### src/hw/rtl/assert_macros.svh
// Assertion macros shared by the RTL
`ifndef ASSERT_MACROS_SVH
`define ASSERT_MACROS_SVH
// Property checked on every clock edge, masked while reset is applied
`define FSNE_ASSERT(lbl, prop, msg) \
  lbl: assert property (@(posedge clk) disable iff (!rst_n) prop) else $error(msg);
// Property checked on every clock edge, reset included
`define FSNE_ASSERT_ALWAYS(lbl, prop, msg) \
  lbl: assert property (@(posedge clk) prop) else $error(msg);
`endif

### src/hw/rtl/fsne_pkg.sv
// Shared types and constants of the sideband NAL encoder
package fsne_pkg;

  localparam int FIB_TERMS   = 12;
  localparam int UPPER_TERMS = 6;
  localparam int CODE_W      = FIB_TERMS + 1;
  localparam int PACK_W      = 8 + CODE_W;

  localparam logic [8:0] FIB_TABLE [FIB_TERMS] = '{
    9'd1, 9'd2, 9'd3, 9'd5, 9'd8, 9'd13, 9'd21, 9'd34, 9'd55, 9'd89, 9'd144, 9'd233
  };

  localparam logic [7:0] START_CODE [3] = '{8'h00, 8'h00, 8'h01};
  localparam logic [7:0] STUFF_BYTE     = 8'h03;
  localparam logic [7:0] STUFF_LIMIT    = 8'h04;
  localparam logic [7:0] NO_ZERO        = 8'hFF;
  localparam logic [7:0] NAL_TYPE_RESET = 8'd24;
  localparam logic [1:0] HDR_LAST       = 2'd3;

  localparam int Q_DEPTH = 4;
  localparam int Q_AW    = $clog2(Q_DEPTH);
  localparam int Q_CW    = $clog2(Q_DEPTH + 1);

  typedef enum logic [1:0] {
    CMD_START = 2'd0,
    CMD_WRITE = 2'd1,
    CMD_FLUSH = 2'd2
  } cmd_t;

  typedef enum logic {
    ENT_HDR = 1'b0,
    ENT_PAY = 1'b1
  } ent_kind_t;

  // one queued job: a header, or one or two payload bytes
  typedef struct packed {
    ent_kind_t  kind;
    logic       two;
    logic [7:0] b0;
    logic [7:0] b1;
  } q_entry_t;

  typedef struct packed {
    logic [Q_CW-1:0] count;
  } q_stat_t;

endpackage

### src/hw/rtl/fsne_front.sv
// Front end: command intake, zigzag map, Fibonacci code and bit packing
module fsne_front (
  input  logic               clk,
  input  logic               rst_n,
  input  logic               in_valid,
  output logic               in_ready,
  input  logic [1:0]         in_command,
  input  logic [7:0]         in_value,
  output logic               push_valid,
  input  logic               push_ready,
  output fsne_pkg::q_entry_t push_entry
);
  import fsne_pkg::*;

  logic        s1_valid_r;
  cmd_t        s1_cmd_r;
  logic [8:0]  s1_mapped_r;
  logic        s2_valid_r;
  cmd_t        s2_cmd_r;
  logic [4:0]  s2_rem_r;
  logic [UPPER_TERMS-1:0] s2_hi_r;
  logic [7:0]  pend_bits_r, pend_bits_nxt;
  logic [2:0]  pend_cnt_r, pend_cnt_nxt;

  logic [7:0]  neg_mag;
  logic [8:0]  mapped_in;
  logic [8:0]  rem1;
  logic [UPPER_TERMS-1:0] hi1;
  logic [4:0]  rem2;
  logic [FIB_TERMS-UPPER_TERMS-1:0] lo2;
  logic [FIB_TERMS-1:0] bits;
  logic [3:0]  top;
  logic [CODE_W-1:0] code;
  logic [3:0]  nbits;
  logic [4:0]  total;
  logic [PACK_W-1:0] word;
  logic        need_push;
  logic        s2_go, s2_free, s1_free;

  // zigzag: negatives to odd, positives to even, zero to one
  always_comb begin
    neg_mag = 8'(~in_value + 8'd1);
    if (in_value[7]) begin
      mapped_in = {neg_mag, 1'b1};
    end else if (in_value == 8'd0) begin
      mapped_in = 9'd1;
    end else begin
      mapped_in = {in_value, 1'b0};
    end
  end

  // greedy over the six largest terms
  always_comb begin
    rem1 = s1_mapped_r;
    hi1  = '0;
    for (int k = FIB_TERMS - 1; k >= FIB_TERMS - UPPER_TERMS; k--) begin
      if (rem1 >= FIB_TABLE[k]) begin
        hi1[k - (FIB_TERMS - UPPER_TERMS)] = 1'b1;
        rem1 = rem1 - FIB_TABLE[k];
      end
    end
  end

  // remaining terms, code assembly and merge with leftover bits
  always_comb begin
    rem2 = s2_rem_r;
    lo2  = '0;
    for (int k = FIB_TERMS - UPPER_TERMS - 1; k >= 0; k--) begin
      if (rem2 >= FIB_TABLE[k][4:0]) begin
        lo2[k] = 1'b1;
        rem2 = rem2 - FIB_TABLE[k][4:0];
      end
    end
    bits = {s2_hi_r, lo2};
    top  = '0;
    for (int k = 0; k < FIB_TERMS; k++) begin
      if (bits[k]) begin
        top = 4'(k);
      end
    end
    code = '0;
    for (int k = 0; k < FIB_TERMS; k++) begin
      code[CODE_W-1-k] = bits[k];
    end
    if (top == 4'(FIB_TERMS - 1)) begin
      nbits = 4'(FIB_TERMS);
    end else begin
      code  = code | (CODE_W'(1) << (4'(CODE_W - 2) - top));
      nbits = top + 4'd2;
    end
    total = {1'b0, nbits} + {2'b00, pend_cnt_r};
    word  = {pend_bits_r, CODE_W'(0)} | ({code, 8'h00} >> pend_cnt_r);
  end

  always_comb begin
    need_push     = 1'b0;
    push_entry    = '{kind: ENT_HDR, two: 1'b0, b0: 8'h00, b1: 8'h00};
    pend_bits_nxt = pend_bits_r;
    pend_cnt_nxt  = pend_cnt_r;
    case (s2_cmd_r)
      CMD_START: begin
        need_push     = 1'b1;
        pend_bits_nxt = 8'h00;
        pend_cnt_nxt  = 3'd0;
      end
      CMD_WRITE: begin
        need_push       = (total[4:3] != 2'd0);
        push_entry.kind = ENT_PAY;
        push_entry.two  = total[4];
        push_entry.b0   = word[PACK_W-1 -: 8];
        push_entry.b1   = word[PACK_W-9 -: 8];
        pend_cnt_nxt    = total[2:0];
        case (total[4:3])
          2'd0:    pend_bits_nxt = word[PACK_W-1 -: 8];
          2'd1:    pend_bits_nxt = word[PACK_W-9 -: 8];
          default: pend_bits_nxt = {word[PACK_W-17:0], 3'b000};
        endcase
      end
      CMD_FLUSH: begin
        need_push       = (pend_cnt_r != 3'd0);
        push_entry.kind = ENT_PAY;
        push_entry.b0   = pend_bits_r;
        pend_bits_nxt   = 8'h00;
        pend_cnt_nxt    = 3'd0;
      end
      default: begin
        need_push = 1'b0;
      end
    endcase
  end

  assign push_valid = s2_valid_r && need_push;
  assign s2_go      = s2_valid_r && (!need_push || push_ready);
  assign s2_free    = !s2_valid_r || s2_go;
  assign s1_free    = !s1_valid_r || s2_free;
  assign in_ready   = s1_free;

  always_ff @(posedge clk) begin
    if (!rst_n) begin
      s1_valid_r  <= 1'b0;
      s2_valid_r  <= 1'b0;
      pend_bits_r <= 8'h00;
      pend_cnt_r  <= 3'd0;
    end else begin
      if (s1_free) begin
        s1_valid_r <= in_valid;
      end
      if (s2_free) begin
        s2_valid_r <= s1_valid_r;
      end
      if (s2_go) begin
        pend_bits_r <= pend_bits_nxt;
        pend_cnt_r  <= pend_cnt_nxt;
      end
    end
  end

  always_ff @(posedge clk) begin
    if (s1_free && in_valid) begin
      s1_cmd_r    <= cmd_t'(in_command);
      s1_mapped_r <= mapped_in;
    end
    if (s2_free && s1_valid_r) begin
      s2_cmd_r <= s1_cmd_r;
      s2_rem_r <= rem1[4:0];
      s2_hi_r  <= hi1;
    end
  end

endmodule

### src/hw/rtl/fsne_queue.sv
// Short job queue between front and back end
module fsne_queue (
  input  logic               clk,
  input  logic               rst_n,
  input  logic               push_valid,
  output logic               push_ready,
  input  fsne_pkg::q_entry_t push_entry,
  output logic               pop_valid,
  input  logic               pop_ready,
  output fsne_pkg::q_entry_t pop_entry,
  output fsne_pkg::q_stat_t  stat
);
  import fsne_pkg::*;

  q_entry_t        mem_r [Q_DEPTH];
  logic [Q_AW-1:0] wr_ptr_r, rd_ptr_r;
  logic [Q_CW-1:0] count_r;
  logic            do_push, do_pop;

  assign push_ready = (count_r != Q_CW'(Q_DEPTH));
  assign pop_valid  = (count_r != '0);
  assign pop_entry  = mem_r[rd_ptr_r];
  assign stat.count = count_r;
  assign do_push    = push_valid && push_ready;
  assign do_pop     = pop_valid && pop_ready;

  always_ff @(posedge clk) begin
    if (!rst_n) begin
      wr_ptr_r <= '0;
      rd_ptr_r <= '0;
      count_r  <= '0;
    end else begin
      if (do_push) begin
        wr_ptr_r <= (wr_ptr_r == Q_AW'(Q_DEPTH - 1)) ? '0 : wr_ptr_r + 1'b1;
      end
      if (do_pop) begin
        rd_ptr_r <= (rd_ptr_r == Q_AW'(Q_DEPTH - 1)) ? '0 : rd_ptr_r + 1'b1;
      end
      if (do_push && !do_pop) begin
        count_r <= count_r + 1'b1;
      end else if (do_pop && !do_push) begin
        count_r <= count_r - 1'b1;
      end
    end
  end

  always_ff @(posedge clk) begin
    if (do_push) begin
      mem_r[wr_ptr_r] <= push_entry;
    end
  end

endmodule

### src/hw/rtl/fsne_back.sv
// Back end: header and payload byte emission with emulation prevention
module fsne_back (
  input  logic               clk,
  input  logic               rst_n,
  input  logic [7:0]         nal_type,
  input  logic               pop_valid,
  output logic               pop_ready,
  input  fsne_pkg::q_entry_t pop_entry,
  output logic               out_valid,
  input  logic               out_ready,
  output logic [7:0]         out_data,
  output logic               out_last
);
  import fsne_pkg::*;

  logic       cur_valid_r;
  q_entry_t   cur_r;
  logic [1:0] idx_r;
  logic       stuffed_r;
  logic [7:0] hist_mid_r, hist_new_r;
  logic       out_valid_r;
  logic [7:0] out_data_r;
  logic       out_last_r;

  logic       slot_free, emit, need_stuff, final_byte;
  logic [7:0] pay_byte, byte_nxt;

  assign slot_free = !out_valid_r || out_ready;
  assign emit      = cur_valid_r && slot_free;
  assign pay_byte  = idx_r[0] ? cur_r.b1 : cur_r.b0;
  // two zero bytes already out and a small byte next: stuff first
  assign need_stuff = (cur_r.kind == ENT_PAY) && !stuffed_r &&
                      (hist_mid_r == 8'h00) && (hist_new_r == 8'h00) &&
                      (pay_byte < STUFF_LIMIT);

  always_comb begin
    if (cur_r.kind == ENT_HDR) begin
      byte_nxt   = (idx_r == HDR_LAST) ? nal_type : START_CODE[idx_r];
      final_byte = (idx_r == HDR_LAST);
    end else if (need_stuff) begin
      byte_nxt   = STUFF_BYTE;
      final_byte = 1'b0;
    end else begin
      byte_nxt   = pay_byte;
      final_byte = (idx_r[0] == cur_r.two);
    end
  end

  assign pop_ready = !cur_valid_r || (emit && final_byte);

  always_ff @(posedge clk) begin
    if (!rst_n) begin
      cur_valid_r <= 1'b0;
      idx_r       <= 2'd0;
      stuffed_r   <= 1'b0;
      hist_mid_r  <= NO_ZERO;
      hist_new_r  <= NO_ZERO;
      out_valid_r <= 1'b0;
    end else begin
      if (emit) begin
        if (cur_r.kind == ENT_HDR) begin
          if (final_byte) begin
            hist_new_r <= NO_ZERO;
          end
        end else if (need_stuff) begin
          stuffed_r <= 1'b1;
        end else begin
          hist_mid_r <= stuffed_r ? NO_ZERO : hist_new_r;
          hist_new_r <= pay_byte;
          stuffed_r  <= 1'b0;
        end
      end
      if (pop_ready && pop_valid) begin
        cur_valid_r <= 1'b1;
        idx_r       <= 2'd0;
      end else if (emit && !need_stuff) begin
        idx_r <= final_byte ? 2'd0 : idx_r + 2'd1;
        if (final_byte) begin
          cur_valid_r <= 1'b0;
        end
      end
      if (slot_free) begin
        out_valid_r <= emit;
      end
    end
  end

  always_ff @(posedge clk) begin
    if (pop_ready && pop_valid) begin
      cur_r <= pop_entry;
    end
    if (emit) begin
      out_data_r <= byte_nxt;
      out_last_r <= final_byte;
    end
  end

  assign out_valid = out_valid_r;
  assign out_data  = out_data_r;
  assign out_last  = out_last_r;

endmodule

### src/hw/rtl/fibonacci_sideband_nal_encoder.sv
// Top level of the Fibonacci-coded sideband NAL unit encoder
//
// Input stream: one command per transfer (start unit, encode one signed byte,
// flush). Output stream: NAL unit bytes, emulation-prevention bytes included;
// tlast marks the final byte caused by a command. Commands that cause no byte
// (a short code, a flush with nothing pending, an unused code) emit nothing.
// cfg_wr_en/cfg_wr_data set the fourth header byte, 24 after reset; write it
// only while the block is idle.
// Throughput: the output register moves one byte per cycle while out_tready
// is high; a start emits 4 bytes, a value 0 to 3 bytes. The front end takes
// one command per cycle while in_tready is high; a 4-entry job queue between
// front and back end absorbs the difference.
// Reset clears the pipeline, the queue, the leftover code bits and the byte
// history. When the receiver stalls, the output byte holds; the queue and the
// two front stages fill, then in_tready drops.
`include "assert_macros.svh"

module fibonacci_sideband_nal_encoder (
  input  logic        clk,
  input  logic        rst_n,
  input  logic        in_tvalid,
  output logic        in_tready,
  input  logic [15:0] in_tdata,    // [1:0] command, [9:2] value, [15:10] zero
  output logic        out_tvalid,
  input  logic        out_tready,
  output logic [7:0]  out_tdata,   // [7:0] out_byte
  output logic        out_tlast,
  input  logic        cfg_wr_en,
  input  logic [7:0]  cfg_wr_data  // [7:0] sideband_nal_type
);
  import fsne_pkg::*;

  logic       [7:0] nal_type_r;
  logic             q_push_valid, q_push_ready;
  q_entry_t         q_push_entry;
  logic             q_pop_valid, q_pop_ready;
  q_entry_t         q_pop_entry;
  q_stat_t          q_stat;
  logic             q_push_only;
  logic [Q_CW-1:0]  q_count_inc;

  always_ff @(posedge clk) begin
    if (!rst_n) begin
      nal_type_r <= NAL_TYPE_RESET;
    end else if (cfg_wr_en) begin
      nal_type_r <= cfg_wr_data;
    end
  end

  fsne_front u_front (
    .clk        (clk),
    .rst_n      (rst_n),
    .in_valid   (in_tvalid),
    .in_ready   (in_tready),
    .in_command (in_tdata[1:0]),
    .in_value   (in_tdata[9:2]),
    .push_valid (q_push_valid),
    .push_ready (q_push_ready),
    .push_entry (q_push_entry)
  );

  fsne_queue u_queue (
    .clk        (clk),
    .rst_n      (rst_n),
    .push_valid (q_push_valid),
    .push_ready (q_push_ready),
    .push_entry (q_push_entry),
    .pop_valid  (q_pop_valid),
    .pop_ready  (q_pop_ready),
    .pop_entry  (q_pop_entry),
    .stat       (q_stat)
  );

  fsne_back u_back (
    .clk       (clk),
    .rst_n     (rst_n),
    .nal_type  (nal_type_r),
    .pop_valid (q_pop_valid),
    .pop_ready (q_pop_ready),
    .pop_entry (q_pop_entry),
    .out_valid (out_tvalid),
    .out_ready (out_tready),
    .out_data  (out_tdata),
    .out_last  (out_tlast)
  );

  assign q_push_only = q_push_valid && q_push_ready && !(q_pop_valid && q_pop_ready);
  assign q_count_inc = q_stat.count + 1'b1;

  `FSNE_ASSERT_ALWAYS(a_out_idle_after_reset, !rst_n |=> !out_tvalid, "output valid after reset")
  `FSNE_ASSERT(a_queue_bound, q_stat.count <= Q_CW'(Q_DEPTH), "job queue overfilled")
  `FSNE_ASSERT(a_queue_push, q_push_only |=> q_stat.count == $past(q_count_inc), "queue push lost")

endmodule

### config.mk
export PLATFORM = sky130hd
export DESIGN_NAME = fibonacci_sideband_nal_encoder
export DESIGN_NICKNAME = d
export VERILOG_FILES = /design/src/hw/rtl/fsne_pkg.sv /design/src/hw/rtl/fsne_front.sv /design/src/hw/rtl/fsne_queue.sv /design/src/hw/rtl/fsne_back.sv /design/src/hw/rtl/fibonacci_sideband_nal_encoder.sv
export VERILOG_INCLUDE_DIRS = /design/src /design/src/hw/rtl
export SDC_FILE = /design/constraint.sdc
export NUM_CORES = 1
export LEC_CHECK = 0
export BUFFER_PORTS_ARGS = -buffer_cell sky130_fd_sc_hd__buf_4
export CORE_ASPECT_RATIO = 0.5
export CORE_MARGIN = 2
export CORE_UTILIZATION = 45
export DETAILED_ROUTE_END_ITERATION = 16
export HOLD_SLACK_MARGIN = 0.02
export PLACE_DENSITY = 0.61
export SETUP_SLACK_MARGIN = 0.2
export SLEW_MARGIN = 30
export SYNTH_ARGS = -nofsm -noshare
export SYNTH_HDL_FRONTEND = slang
export SYNTH_SLANG_ARGS = --single-unit
### constraint.sdc
create_clock -name clk -period 22.8 [get_ports clk]
set_clock_uncertainty 0.15 [all_clocks]
set_input_delay 1.14 -clock clk [delete_from_list [all_inputs] [get_ports clk]]
set_output_delay 1.14 -clock clk [all_outputs]
set_load 0.1 [all_outputs]
# Word level (Yosys, flattened, before mapping)
# Memory sizes are Yosys's and may differ from the RTL's. A register that Yosys moved wholly into a read port is not among the register bits.
# Cells that the tools add are included.
word_totals:
  register_bits: 82
  ramBits: 72
  in_bits: 29
  output_inout_bits: 11
  word_cells: 195
  memories: 1
memory_table:
  columns: ["name", "depth", "word_bits", "rd", "rd_clocked_by_memory_dff", "wr", "line_no", "text"]
  rows:
  - ["u_queue.mem_r", 4, 18, 1, 1, 1, "fsne_queue.sv:15", "q_entry_t mem_r [Q_DEPTH];"]
classes:
  n_addsub: 20
  magnitude_cmp: 14
  n_eq_ne: 10
  shift: 2
  muxes: 70
  bitwise: 6
  reduce_logical: 50
op_table:
  columns: ["cell", "count"]
  rows:
  - ["$mux 8", 12]
  - ["$mux 9", 6]
  - ["$pmux 8 s2", 3]
  - ["$mux 5", 6]
  - ["$logic_not 8->1", 3]
  - ["$mux 1", 23]
  - ["$or 21x21->21", 1]
  - ["$shr 21x3->21", 1]
  - ["$mux 4", 5]
  - ["$ge 9x6->1 const B", 2]
  - ["$ge 9x8->1 const B", 2]
  - ["$mux 3", 6]
  - ["$sub 9x6->9 const B", 2]
  - ["$sub 9x8->9 const B", 2]
  - ["$bmux 8 s2", 1]
  - ["$logic_and 1x1->1", 15]
  - ["$mux 13", 1]
  - ["$or 13x13->13", 1]
  - ["$shl 1x4->13 const A", 1]
  - ["$reduce_bool 2->1", 6]
  - ["$ge 5x2->1 const B", 2]
  - ["$ge 5x4->1 const B", 2]
  - ["$mux 2", 5]
  - ["$sub 5x2->5 const B", 2]
  - ["35 further kinds", 62]

# Longest topological paths before layout
# Gate-level depths: netlist (run 1).
logic_depth:
  depth_word: 32
  mapped_depth: 40
  mapped_depth_nobuf: 39

# Modules after synthesis
# A second synthesis (run 1) with hierarchy kept.
hier_totals:
  cells_unflattened: 1065
  area_unflattened_um2: 11013.1
by_module_without_submodules:
  columns: ["module", "n_inst", "cells_per_inst", "area_each_um2", "seq_area_each_um2"]
  rows:
  - ["fsne_front", 1, 720, 5535.3, 980.9]
  - ["fsne_queue", 1, 145, 3084.2, 2342.2]
  - ["fsne_back", 1, 175, 2097.0, 1231.2]
  - ["fibonacci_sideband_nal_encoder", 1, 25, 296.5, 160.2]

# Worst setup path before layout (run 1)
# No wires, ideal clock.
synth_timing:
  path_kind: "register to output"
  startpoint: "register u_front.s2_rem_r[0]"
  endpoint: "output port in_tready"
  arrival_time_ns: 7.115
  slack_ns: 14.395
  path_stages_with_launch: 35
  path_buffers: 1
  path_cell_list: "edfxtp_1 > inv_1 > ha_1 > nand3b_1 > xnor2_1 > and2_1 > buf_2 > clkinv_1 > ha_1 > nor2b_1 > a2111oi_2 > o31ai_1 > and2_1 > ha_1 > o21bai_1 > or3_1 > or3_1 > o21ai_0 > ha_1 > and4_1 > a221o_1 > or2_2 > nor2b_1 > a21oi_1 > ha_1 > inv_1 > fa_1 > nor2b_1 > nor3_1 > mux2i_2 > a221oi_1 > nor2_1 > nand2_1 > nor2_1 > nand2_1"
synth_between:
  elab_chain_len: 31
  word_cells_on_any_way: 40
  classes_between: "6 x add/sub; 5 x order compare; 1 x eq/ne; 22 x mux; 6 x reduce/logical"
synth_rtl:
  columns: ["item", "line_no", "text"]
  rows:
  - ["from (decl)", "fsne_front.sv:20", "logic [4:0] s2_rem_r;"]
  - ["from (signal assigned)", "fsne_front.sv:165", "s2_rem_r <= rem1[4:0];"]
  - ["$sub 5x4->5 or $ge 5x4->1 (tied branches)", "fsne_front.sv:71, fsne_front.sv:69", null]
  - ["$mux 5", "fsne_front.sv:69", "if (rem2 >= FIB_TABLE[k][4:0]) begin"]
  - ["$sub 5x4->5 or $ge 5x4->1 (tied branches)", "fsne_front.sv:71, fsne_front.sv:69", null]
  - ["$mux 5", "fsne_front.sv:69", null]
  - ["$sub 5x3->5 or $ge 5x3->1 (tied branches)", "fsne_front.sv:71, fsne_front.sv:69", null]
  - ["$mux 5", "fsne_front.sv:69", null]
  - ["$sub 5x2->5 or $ge 5x2->1 (tied branches)", "fsne_front.sv:71, fsne_front.sv:69", null]
  - ["$mux 5", "fsne_front.sv:69", null]
  - ["(+15 left out)", null, null]
  - ["$add 4x3->5 *", "fsne_front.sv:91", "total = {1'b0, nbits} + {2'b00, pend_cnt_r};"]
  - ["$reduce_bool 2->1 *", "fsne_front.sv:107", "need_push = (total[4:3] != 2'd0);"]
  - ["$pmux 1 s3 *", "fsne_front.sv:100", "case (s2_cmd_r)"]
  - ["$logic_not 1->1 *", "fsne_front.sv:133", "assign s2_go = s2_valid_r && (!need_push || push_ready);"]
  - ["$logic_or 1x1->1 *", "fsne_front.sv:133", null]
  - ["$logic_and 1x1->1 *", "fsne_front.sv:133", null]
  - ["$logic_or 1x1->1 *", "fsne_front.sv:134", "assign s2_free = !s2_valid_r || s2_go;"]
  - ["$logic_or 1x1->1 *", "fsne_front.sv:135", "assign s1_free = !s1_valid_r || s2_free;"]
  - ["to (decl)", "fibonacci_sideband_nal_encoder.sv:22", "output logic in_tready,"]
# Every way passes the cells marked *; elsewhere a longest branch is shown, timed or not.

# Worst setup path after layout (run 1)
# Same ends and word-level chain as after synthesis.

==> flow_summary.yaml, run 1 <==
status:
  outcome: "complete, no violations"
floorplanning:
  fp-row-count: 40
  die_area_um2: 26100
  core_um2: 24100
  io_pins: 40
  die_w_um: 226
  die_height_um: 115
  start_util: 0.461
logic_synthesis:
  synth-async-reset-ratio: 0
  synth_area_um2: 11100
  synth_fa_ha_area_frac: 0.0452
  synth_top_cell_by_area: "edfxtp_1"
  yosys-mux-area-fraction: 0.0796
  synth_top_family_by_area: "compound AO/OA/AOI/OAI gates"
  synth-warning-count: 0
  synthFlopType: "edfxtp_1"
  synth_edf_count: 123
  synth-simple-area-share: 0.183
  yosys_register_bits: 172
  synthCells: 1114
  synth_seq_area_share: 0.420
  synthTopCellsByArea: "edfxtp_1, dfxtp_1, ha_1, mux2i_1, nand2_1"
  synth_compound_area_frac: 0.214
  synth_nets: 1182
  ys_types: 106
  synthXorXnorAreaFrac: 0.0235
  avgSynthCellArea_um2: 9.99
  synth_top_area_frac: 0.332
setup_path:
  path_common_cell: "ha_1"
  slowest_delay_ns: 0.56
  arrival_ns: 9.00
  crit_buf_inv: 2
  cp-end-kind: "primary output"
  path_delay_family: "compound AO/OA/AOI/OAI gates"
  crit_path_top_delay_cell: "a2111oi_2"
  required_ns: 21.51
  r2r_slack_ns: 13.06
  crit_type: "reg -> out"
  start_kind: "register"
  path_max_fanout: 12
cts:
  hold_buffers: 0
  clock_path_buffers: 2
  cts-root-buf: "clkbuf_16"
  cts_tree: "yes"
  clk_latency_ns: 0.42
  htreeDepth: 4
  clk_pin_slew_worst_paths_ns: 0.07
  cts_made_buffers: 17
  cts_setup_buffers: 0
  cts.repair.resized: 0
  cts_sinks: 172
pwr:
  power.leakage_uw: 0.00424
  ir_drop_uv: 100
  p_total_uw: 1870
  p_per_area_nw_per_um2: 153
grt:
  antenna_found_initial: 0
  overflow: 0
  track_usage: 0.195
  grt_pass1_vias: 8270
  grt_pass1_wl_um: 41100
  grt_start_max_net_pins: 43
timing:
  max_freq_mhz: 97.2
  maxSlewHeadroom: 0.317
  finalSetupViolCount: 0
  rsz0062_at_grt: "no"
  hold_viol: 0
  min_period_over_period: 0.451
  finalWorstPathRequiredPeriod_ns: 10.29
  finalSetupTns_ns: 0
  tightest_slew_ns: 1.01
  finalMaxSlewViolations: 0
cells_and_area:
  antenna_cells: 0
  area_growth_pct: 9.92
  final_cells: 1476
  multi_input_area_um2: 6070
  final_common_cell: "edfxtp_1"
  layout_common_cells: "edfxtp_1, nand2_1, nor2_1, o21ai_0, a21oi_1"
  finalNetCount: 1195
  layout-drive-gt1-share: 0.136
  seq_area_um2: 4680
  fillCellCount: 2199
route:
  drc: 0
  drt_iter0_drc: 820
  viasPerCell: 5.82
  dr_total_vias: 8584
  wl_um: 24200
  ant_nets: 0
  drtPass1Iterations: 5
  routedWlPerCell_um: 16.4
place:
  gp_congestion: 0.860
  dp_cells: 1442
  hpwl_um: 17500
  io_buffers: 33
min_path:
  hp-class: "reg -> reg"
run:
  drv_cap: 0
flip-flops by register name (all words and copies together), names as in the netlist:
| signal | flops |
|---|---|
| u_back.out_valid | 1 |
| u_front.pend_bits_r | 8 |
| u_back.hist_new_r | 8 |
| u_back.hist_mid_r | 8 |
| u_back.out_last | 1 |
| u_front.s2_rem_r | 5 |
| nal_type_r | 8 |
| u_back.stuffed_r | 1 |
| u_back.cur_valid_r | 1 |
| u_front.s2_cmd_r | 2 |
| u_front.s2_valid_r | 1 |
| u_queue.wr_ptr_r | 2 |
| u_front.s2_hi_r | 6 |
| u_back.cur_r | 18 |
| u_back.out_data | 8 |
| u_front.s1_valid_r | 1 |
| u_front.pend_cnt_r | 3 |
| u_queue.rd_ptr_r | 2 |
| u_front.s1_cmd_r | 2 |
| u_queue.stat | 3 |
| u_queue.mem_r | 72 |
| u_back.idx_r | 2 |
| u_front.s1_mapped_r | 9 |
per-layer routing:
layer	GRT usage	part of all wire
met2	0.337	0.48
met5	0	0
met1	0.254	0.46
met3	0.0373	0.039
met4	0.0509	0.012
cells in the mapped netlist, types with 8 or more instances:
cell	n
a211oi_1	10
a21boi_0	11
a21oi_1	55
a22oi_1	8
and2_1	23
buf_2	9
clkbuf_1	26
dfxtp_1	49
edfxtp_1	123
ha_1	37
inv_1	40
mux2i_1	41
mux4_2	18
nand2_1	109
nand2b_1	18
nand3_1	23
nand4_1	12
nor2_1	88
nor2b_1	24
nor3_1	31
nor4_1	14
o211ai_1	11
o21a_1	13
o21ai_0	62
o21ai_1	13
o22ai_1	9
o31ai_1	12
or2_2	11
or3_1	8
xnor2_1	21
through the flow:
stage               hold WS, ns  area [um^2]  utilization  worst slack [ns]
finish                    0.286        12200        0.507             12.51
global route              0.293        12200        0.507             11.80
CTS                       0.284        12200        0.506             12.59
detailed placement        0.268        11600        0.482             13.11
global placement          0.267        11600        0.482             13.32
floorplan                 0.250        11100            -             14.40
cells by family (layout without fill, tap and decap cells):
group,count (synthesis),after routing
buf+inv,92,118
mux,65,65
xor+xnor,29,29
flops,172,172
compound gates,318,318
simple gates,399,399
fa+ha+maj,39,39
power breakdown:
group	switching [uW]	internal, uW
sequential	43.5	410
clock	124	152
combinational	716	422
layout make-up:
cell class,instances,area share
timing repair buffer,42,0.0264
inverter,44,0.0135
clock buffer,21,0.0386
sequential,172,0.382
clock inverter,11,0.00808
multi-input combinational,850,0.497
tap,336,0.0344
final timing paths:
check / start / to / depth (start not counted)
setup reg to reg: u_front.s2_rem_r[0] / u_queue.stat[2] / 36
hold reg to reg: u_front.s1_cmd_r[0] / u_front.s2_cmd_r[0] / 0
hold / removal: u_front.s1_cmd_r[0] / u_front.s2_cmd_r[0] / 0
setup / recovery: u_front.s2_rem_r[0] / in_tready / 32
Power figures use the tool's default switching activity.
==> run 2, diff against run 1 <==
Clock period 22.8 ns to 9.6 ns, I/O delays scaled along.
==> flow_summary.yaml, run 2 (synthesis gave the netlist of run 1 again) <==
status:
  outcome: "complete, no violations"
place:
  hpwl_um: 17700
  io_buffers: 33
  gp_congestion: 0.892
cts:
  cts_made_buffers: 17
  cts_tree: "yes"
  cts_sinks: 172
  clk_latency_ns: 0.43
  cts-root-buf: "clkbuf_16"
  htreeDepth: 4
  hold_buffers: 0
  clk_pin_slew_worst_paths_ns: 0.07
  clock_path_buffers: 2
grt:
  grt_start_max_net_pins: 43
  track_usage: 0.197
  overflow: 0
  grt_pass1_wl_um: 41500
  antenna_found_initial: 0
  grt_pass1_vias: 8317
setup_path:
  path_common_cell: "ha_1"
  crit_type: "reg -> reg"
  crit_path_top_delay_cell: "xnor2_1"
  arrival_ns: 8.91
  path_max_fanout: 11
  cp-end-kind: "register"
  slowest_delay_ns: 0.70
  start_kind: "register"
  required_ns: 9.80
pwr:
  p_sw_frac: 0.475
  pwr-share-clk: 0.151
  seq_power_share: 0.237
  switchingPower_uw: 2170
  p_per_area_nw_per_um2: 369
  intPower_uw: 2400
  power.leakage_uw: 0.00430
  combPwrFrac: 0.612
  ir_drop_uv: 272
timing:
  rsz0062_at_grt: "no"
  finalSetupViolCount: 0
  finalWorstPathRequiredPeriod_ns: 8.71
  finalSetupTns_ns: 0
  maxSlewHeadroom: 0.429
  finalMaxSlewViolations: 0
  hold_viol: 0
  tightest_slew_ns: 0.856
  min_period_over_period: 0.908
  max_freq_mhz: 115
cells_and_area:
  fillCellCount: 2181
  largest-register: "u_queue.mem_r"
  finalNetCount: 1203
  final_common_cell: "edfxtp_1"
  layout_common_cells: "edfxtp_1, nand2_1, nor2_1, o21ai_0, a21oi_1"
  multi_input_area_um2: 6130
  area_growth_pct: 11.1
  fin_util: 0.513
  antenna_cells: 0
  seq_area_um2: 4680
  layout-drive-gt1-share: 0.150
  largestRegisters: "u_queue.mem_r (72), u_back.cur_r (18), u_front.s1_mapped_r (9)"
  largest_register_ffs: 72
floorplanning:
  start_util: 0.461
  io_pins: 40
  fp-row-count: 40
  core_um2: 24100
  die_area_um2: 26100
  die_w_um: 226
  die_height_um: 115
route:
  dr_total_vias: 8729
  dr_wl_met2_um: 11800
  wl_met1_um: 11600
  drtPass1Iterations: 6
  highest_layer: "met4"
  viasPerCell: 5.88
  wl_um: 24500
  routedWlPerCell_um: 16.5
  ant_nets: 0
  drc: 0
  drt_iter0_drc: 632
  met3_length_um: 814
min_path:
  hp-class: "in -> reg"
run:
  drv_cap: 0
==> run 2: changes by cell type in the layout (fill, tap and decap cells not counted), moves of 2 or more <==
cell,previous run,this run
buf_6,2,0
inv_8,1,5
buf_4,40,50
inv_6,5,3
o21ai_2,1,3
nor2b_1,24,22
==> run 2: final timing paths <==
kind	start	depth (start not counted)	slack, ns	endpoint
worst min register to register	u_front.s1_cmd_r[1]	0	0.28	u_front.s2_cmd_r[1]
worst max-delay path	u_front.s2_rem_r[0]	36	0.89	u_queue.stat[2]
worst max register to register	u_front.s2_rem_r[0]	36	0.89	u_queue.stat[2]
worst min-delay path	in_tdata[0]	1	0.07	u_front.s1_cmd_r[0]
==> run 2: metrics by stage <==
stage / worst slack [ns] / std cells / cell area [um^2] / hold slack (ns) / total power (uW)
finish: 0.887 / 1484 / 12400 / 0.0732 / 4570
global route: 0.204 / 1484 / 12400 / 0.0571 / 4930
CTS: 0.316 / 1482 / 12300 / 0.0534 / 4500
detailed placement: 0.375 / 1450 / 11700 / 0.266 / 3790
global placement: 0.602 / 1450 / 11700 / 0.271 / 3720
floorplan: 1.60 / 1114 / 11100 / 0.250 / 3220
==> run 2: area by class of cell <==
type | count | area share
tap | 336 | 0.0340
inverter | 44 | 0.0134
clock buffer | 18 | 0.0347
sequential | 172 | 0.378
multi-input combinational | 850 | 0.496
clock inverter | 14 | 0.0137
timing repair buffer | 50 | 0.0304
==> run 2: what timing repair did <==
item / in CTS / in global routing
gates resized for setup: 0 / 16
endpoints found under the hold margin: 0 / 0
setup buffers: 0 / 2
setup endpoints to repair: 0 / 84
==> run 2: layer usage <==
metal | up-vias | GRT usage
li1 | 4287 | -
met1 | 4228 | 0.261
met2 | 187 | 0.337
met3 | 27 | 0.0296
met4 | 0 | 0.0583
met5 | - | 0
==> run 2: power by group through the flow <==
stage,Sequential [uW],Clock [uW],Combinational [uW]
floorplan,1150,0,2070
global placement,1090,0,2630
detailed placement,1100,0,2700
CTS,1080,706,2710
global route,1100,734,3100
finish,1080,691,2800
==> run 2: critical path: cells and delay by family, from the launching register on <==
kind                     cells  cell delay, ns
multiplexers                 1            0.25
buffers and inverters        4            0.48
flip-flops                   1            0.49
AND/OR/NAND/NOR             11            2.02
adder cells (fa/ha/maj)      7            1.95
AO/OA/AOI/OAI               10            2.19
XOR/XNOR                     3            1.10
